File: src/histogram_auto_stretch_defines.svh
// Assertion macros for the histogram auto-stretch block.
// Used by files that assert; expects clock and reset in scope.
`ifndef HISTOGRAM_AUTO_STRETCH_DEFINES_SVH
`define HISTOGRAM_AUTO_STRETCH_DEFINES_SVH

// check in the same cycle
`define HSA_ASSERT_SAME(label, ante, cons, msg) \
   label: assert property (@(posedge clock) disable iff (reset) (ante) |-> (cons)) \
      else $error(msg);

// check in the following cycle
`define HSA_ASSERT_NEXT(label, ante, cons, msg) \
   label: assert property (@(posedge clock) disable iff (reset) (ante) |=> (cons)) \
      else $error(msg);

`endif

File: src/hsa_pkg.sv
// Shared types and constants for the histogram auto-stretch block.
// No dependencies.
package hsa_pkg;

   localparam int BINS       = 65536;
   localparam int COUNT_BITS = 32;
   localparam int BIN_BITS   = $clog2(BINS);
   localparam int SUM_BITS   = (COUNT_BITS + BIN_BITS > 32) ? COUNT_BITS + BIN_BITS : 33;

   localparam int SAMPLE_BITS = 16;
   localparam int LEVEL_BITS  = 16;
   localparam int PIX_BITS    = 8;
   localparam int STEP_BITS   = $clog2(PIX_BITS);

   localparam int CSR_ADDR_BITS = 3;
   localparam int CSR_DATA_BITS = 32;

   localparam logic [BIN_BITS-1:0]   TOP_BIN   = BIN_BITS'(BINS - 1);
   localparam logic [BIN_BITS-1:0]   TOP_BIN_8 = BIN_BITS'(255);
   localparam logic [COUNT_BITS-1:0] COUNT_MAX = {COUNT_BITS{1'b1}};
   localparam logic [PIX_BITS-1:0]   PIX_MAX   = {PIX_BITS{1'b1}};

   localparam logic [1:0] FUNC_COUNT  = 2'd0;
   localparam logic [1:0] FUNC_FINISH = 2'd1;
   localparam logic [1:0] FUNC_MAP    = 2'd2;

   localparam logic KIND_LEVELS = 1'b0;
   localparam logic KIND_PIXEL  = 1'b1;

   localparam logic CSR_IDX_SAMPLE_MODE = 1'b0;
   localparam logic CSR_IDX_WHITE_COUNT = 1'b1;

   typedef struct packed {
      logic                  rd_en;
      logic [BIN_BITS-1:0]   rd_addr;
      logic                  wr_en;
      logic [BIN_BITS-1:0]   wr_addr;
      logic [COUNT_BITS-1:0] wr_data;
   } ram_req_type;

   typedef struct packed {
      logic                   start;
      logic [LEVEL_BITS-1:0]  dividend;
      logic [LEVEL_BITS-1:0]  divisor;
   } div_req_type;

endpackage

File: src/hsa_div.sv
// Restoring divider, one quotient bit per cycle, for the pixel stretch.
// Expects dividend below divisor; depends on hsa_pkg.
module hsa_div (
   input  logic                         clock,
   input  logic                         reset,
   input  hsa_pkg::div_req_type         div_req,
   output logic                         done,
   output logic [hsa_pkg::PIX_BITS-1:0] quotient
);

   logic [hsa_pkg::LEVEL_BITS-1:0] rem_ff, rem_in, divisor_ff;
   logic [hsa_pkg::PIX_BITS-1:0]   quot_ff, quot_in;
   logic [hsa_pkg::STEP_BITS-1:0]  step_ff;
   logic                           active_ff, done_ff;
   logic [hsa_pkg::LEVEL_BITS:0]   shifted;
   logic                           ge;

   always_comb begin
      shifted = {rem_ff, 1'b0};
      ge      = shifted >= {1'b0, divisor_ff};
      rem_in  = ge ? hsa_pkg::LEVEL_BITS'(shifted - {1'b0, divisor_ff})
                   : shifted[hsa_pkg::LEVEL_BITS-1:0];
      quot_in = {quot_ff[hsa_pkg::PIX_BITS-2:0], ge};
   end

   always_ff @(posedge clock) begin
      if (reset) begin
         active_ff <= 1'b0;
         done_ff   <= 1'b0;
         step_ff   <= '0;
      end else begin
         done_ff <= 1'b0;
         if (div_req.start) begin
            rem_ff     <= div_req.dividend;
            divisor_ff <= div_req.divisor;
            quot_ff    <= '0;
            step_ff    <= '0;
            active_ff  <= 1'b1;
         end else if (active_ff) begin
            rem_ff  <= rem_in;
            quot_ff <= quot_in;
            if (step_ff == hsa_pkg::STEP_BITS'(hsa_pkg::PIX_BITS - 1)) begin
               active_ff <= 1'b0;
               done_ff   <= 1'b1;
            end else begin
               step_ff <= step_ff + 1'b1;
            end
         end
      end
   end

   assign done     = done_ff;
   assign quotient = quot_ff;

endmodule

File: config.mk
export PLATFORM = sky130hd
export DESIGN_NAME = hsa_div
export DESIGN_NICKNAME = d
export VERILOG_FILES = /design/src/histogram_auto_stretch_defines.svh /design/src/hsa_pkg.sv /design/src/hsa_div.sv
export SDC_FILE = /design/constraint.sdc
export NUM_CORES = 1
export LEC_CHECK = 0
export ABC_AREA = 1
export BUFFER_PORTS_ARGS = -buffer_cell sky130_fd_sc_hd__buf_2
export CORE_MARGIN = 2
export CORE_UTILIZATION = 55
export CTS_BUF_LIST = sky130_fd_sc_hd__clkbuf_8
export DETAILED_ROUTE_END_ITERATION = 6
export GPL_TIMING_DRIVEN = 0
export PLACE_DENSITY = 0.77
export SLEW_MARGIN = 25
export SYNTH_ARGS = -nofsm -noshare
export SYNTH_HDL_FRONTEND = slang
export SYNTH_SLANG_ARGS = --single-unit
File: constraint.sdc
create_clock -name clock -period 4.16 [get_ports clock]
set_clock_uncertainty 0.05 [all_clocks]
set_input_delay 1.04 -clock clock [delete_from_list [all_inputs] [get_ports clock]]
set_output_delay 1.04 -clock clock [all_outputs]
set_load 0.005 [all_outputs]
== Word level (Yosys, flattened, before mapping) ==
Cells that the tools add are included.

* Register bits after elaboration: 45
* Input bits: 35
* Output and inout port bits: 9
* Word-level logic and storage cells: 27

* Add/sub/neg operators: 2
* Order comparisons: 1
* Equality and inequality tests: 1
* Mux-type cells: 8
* Bitwise gates (word level): 3
* Reductions and logical operators: 6

{| class="wikitable"
|+ Operator list
! kind !! count
|-
| 2-to-1 mux 16 bit || 3
|-
| >= comparator 17 x 16 -> 1 bit || 1
|-
| subtractor 16 bit || 1
|-
| 2-to-1 mux 8 bit || 1
|-
| AND reduction 2 bit || 3
|-
| 2-to-1 mux 1 bit || 4
|-
| adder 3 x 1 -> 3 bit (second input constant) || 1
|-
| equality test 3 bit (second input constant) || 1
|-
| inverter 1 bit || 3
|-
| OR reduction 3 bit || 1
|-
| nonzero test 2 bit || 1
|-
| OR reduction 2 bit || 1
|}

== Logic depth before layout (Yosys ltp) ==
* Word-level depth: 4
* Depth in mapped cells: 14
* Mapped depth without buffers: 14

== Worst setup path before layout ==
Ideal clock, no wire load.

* Path kind: input to register
* Start: input div_req[32] (netlist bit)
* End: register quot_ff (netlist bit quotient[0]), enable pin
* Setup time: 0.413 ns
* Arrival time: 2.939 ns
* Slack: 0.758 ns
* Stages: 4
* Path buffers: 2
* Path through: clkbuf_1 -> clkinv_1 -> clkbuf_1 -> a21oi_1

* Longest elaborated chain between the ends: 2

{| class="wikitable"
|+ RTL lines
! what !! line !! text
|-
| start: declaration || hsa_div.sv:6 || <nowiki>input hsa_pkg::div_req_type div_req,</nowiki>
|-
| nonzero test 2 bit (no source line) || n/a ||
|-
| AND reduction 2 bit (no source line) || n/a ||
|-
| end signal: assignment || hsa_div.sv:41 || <nowiki>quot_ff <= quot_in;</nowiki>
|-
| end: declaration || hsa_div.sv:12 || <nowiki>logic [hsa_pkg::PIX_BITS-1:0] quot_ff, quot_in;</nowiki>
|}

No other way between the ends.
A chain may end at the register's enable or synchronous reset.

== Final worst setup path ==
* Start: input div_req[32] (netlist bit)
* End: register divisor_ff[13] (netlist bit), enable pin

* Longest elaborated chain between the ends: 1

{| class="wikitable"
|+ RTL lines
! what !! line !! text
|-
| AND reduction 2 bit (no source line) || n/a ||
|-
| end signal: assignment || hsa_div.sv:35 || <nowiki>divisor_ff <= div_req.divisor;</nowiki>
|-
| end: declaration || hsa_div.sv:11 || <nowiki>logic [hsa_pkg::LEVEL_BITS-1:0] rem_ff, rem_in, divisor_ff;</nowiki>
|}

No other way between the ends.

==> results.cfg <==
[layout]
final_cell_mix = 135 x nand2_1, 67 x inv_1, 42 x buf_2, 40 x edfxtp_1, 27 x nor2_1
drive_gt1_frac = 0.195
diodes = 0
num-nets-final = 509
num-fill-cells = 500
syn2layout_area_growth_pct = 15.0
post_layout_nonfiller_instances = 528
final_common_cell = nand2_1
post-route-util = 0.653

[status]
run_status = complete, no violations

[timing]
rsz0062_at_grt = no
drv_slew = 0
min_period_ns = 3.01
setup_viol = 0
maxSlewHeadroom = 0.625
hold_viol_final = 0
max_freq_ghz = 0.332
fin_crit_sh = 0.723
tightest_slew_ns = 0.563
fin_tns_setup_ns = 0

[worst_setup_path]
reg2reg_from = rem_ff[13]
cp_max_fo = 10
crit_path_start = div_req[32]
end_kind = register
worstPathRequired_ns = 4.12
worstPathArrival_ns = 2.97
critPathLaunchType = primary input
critical_path_class = primary input to register

[synth]
seq_area_frac_synth = 0.419
synth-seq-cells = 45
synth_fp_nets = 458
synthDistinctLibCells = 32
syn_inst = 404
avgSynthCellArea_um2 = 7.69
yosys_warnings = 0
syn_area_um2 = 3110

[run]
maxCapViolations = 0

[power]
finalPower_mw = 1.29
clock_power_share = 0.256
swShare = 0.326
p_per_area_nw_per_um2 = 360
power.internal_mw = 0.868
netSwitchingPower_mw = 0.420
pwr-share-comb = 0.318
leakagePower_nw = 1.84
seq_power_share = 0.427
max-vdd-ir-drop_mv = 0.199

[global_routing]
grt_max_degree = 16
grt_first_pass_wirelength_um = 12000
antenna_found_initial = 0
grt_usage = 0.246
grt_pass1_vias = 2572
grt_overflow_total = 0

[detailed_routing]
post-route-drc-count = 0
drt_iter0_drc = 149
antenna_left = 0
wl_um = 7030
detailedRoute.firstPassIterationCount = 4
wl_per_cell_um = 13.3
vias = 2632
viasPerCell = 4.98

[floorplanning]
die_area_um2 = 6270
ios = 44
die_h_um = 79.2
rows = 27
core_um2 = 5470
die_w_um = 79.2
start_util = 0.568

[clocking]
numCtsBuffers = 5
cts_hold_buf = 0
path_clk_slew_ns = 0.09
postCtsSetupRepairBufs = 0
clockRootBuffer = clkbuf_8
cts_tree = yes
clock_path_buffers = 2
cts.sinks = 45
clk_latency_ns = 0.30
ctsResizeCount = 0
htreeDepth = 2

[placement]
place_hpwl_um = 5540
gp_congestion = 0.903
numPortBuffers = 42
dp_cells = 520

[worst_hold_path]
min_from = step_ff[0]
hold_class = register to register
-- worst max-delay path, stage by stage --
cell	delay, ns
clkbuf_1	0.35
clkinv_1	0.45
clkbuf_1	0.38
nor2_2	0.51
buf_8	0.23
-- cell type report --
cell class	instances	area, um2	area share
Inverter	75	282	0.0788
Tap cell	72	90.1	0.0252
Multi-Input combinational cell	277	1490	0.415
Sequential cell	45	1300	0.364
Timing Repair Buffer	44	253	0.0707
Clock buffer	5	68.8	0.0193
Clock inverter	3	41.3	0.0116
Buffer	7	53.8	0.0151
-- metrics by stage --
stage | hold slack, ns | setup WS (ns) | instance area, um2
global route | 0.460 | 1.00 | 3570
floorplan | 0.393 | 0.758 | 3110
finish | 0.432 | 1.15 | 3570
global placement | 0.407 | -0.404 | 3410
CTS | 0.429 | 1.14 | 3570
detailed placement | 0.417 | 0.825 | 3460
-- state kept, by name, indices dropped and copies added, names as in the netlist --
signal and flops:
active_ff 1, rem_ff 16, quotient 8, step_ff 3
divisor_ff 16, done 1
-- Yosys cell counts --
cell,instances,area (um2)
nor2_2,4,25.0
and2_1,1,6.26
o21ai_0,3,15.0
edfxtp_1,40,1200
buf_6,1,11.3
nor2_1,28,105
buf_12,1,20.0
nand3_2,3,30.0
o21ai_1,2,10.0
inv_1,67,251
nor3_1,2,10.0
a21oi_1,10,50.1
nand2_2,14,87.6
nor2_4,2,22.5
a21oi_2,1,8.76
fa_1,1,20.0
nand2_8,1,20.0
nand4_1,4,25.0
buf_4,1,7.51
nand2_4,1,11.3
clkinv_1,1,3.75
nand3b_1,13,97.6
and3_1,1,6.26
ha_1,18,225
nand3_1,26,130
xor2_1,1,8.76
or2_1,1,6.26
nand2_1,135,507
inv_2,7,26.3
clkbuf_1,4,15.0
xnor2_1,5,43.8
dfxtp_1,5,100
-- power by group through the flow --
stage	Combinational, mW	Sequential, mW	Clock, mW
2_1_floorplan	0.303	0.557	0
3_3_place_gp	0.389	0.559	0
3_5_place_dp	0.406	0.560	0
4_1_cts	0.409	0.550	0.335
5_1_grt	0.465	0.553	0.349
6_report	0.409	0.550	0.329
-- worst paths after layout --
check	end	slack, ns	cells after the start
worst max-delay path	divisor_ff[13]	1.15	5
worst min-delay path	step_ff[0]	0.43	2
worst max register to register	rem_ff[4]	1.90	12
worst min register to register	step_ff[0]	0.43	2
-- cell families (layout without fill, tap and decap cells) --
kind of cell,after synthesis,in the layout,share of synthesized area
simple gates,236,236,0.351
buf+inv,82,134,0.108
xor+xnor,6,6,0.0169
compound gates,16,16,0.0270
fa+ha+maj,19,19,0.0789
flops,45,45,0.419
-- layer usage --
layer  routed length, um  vias up  GRT usage
met5                   0        -          0
met4                  50        0     0.0414
met3                 227        5     0.0307
met2                3400       40      0.424
met1                3350     1221      0.338
li1                    -     1366          -
No activity file was read; power rests on OpenSTA's default activity.
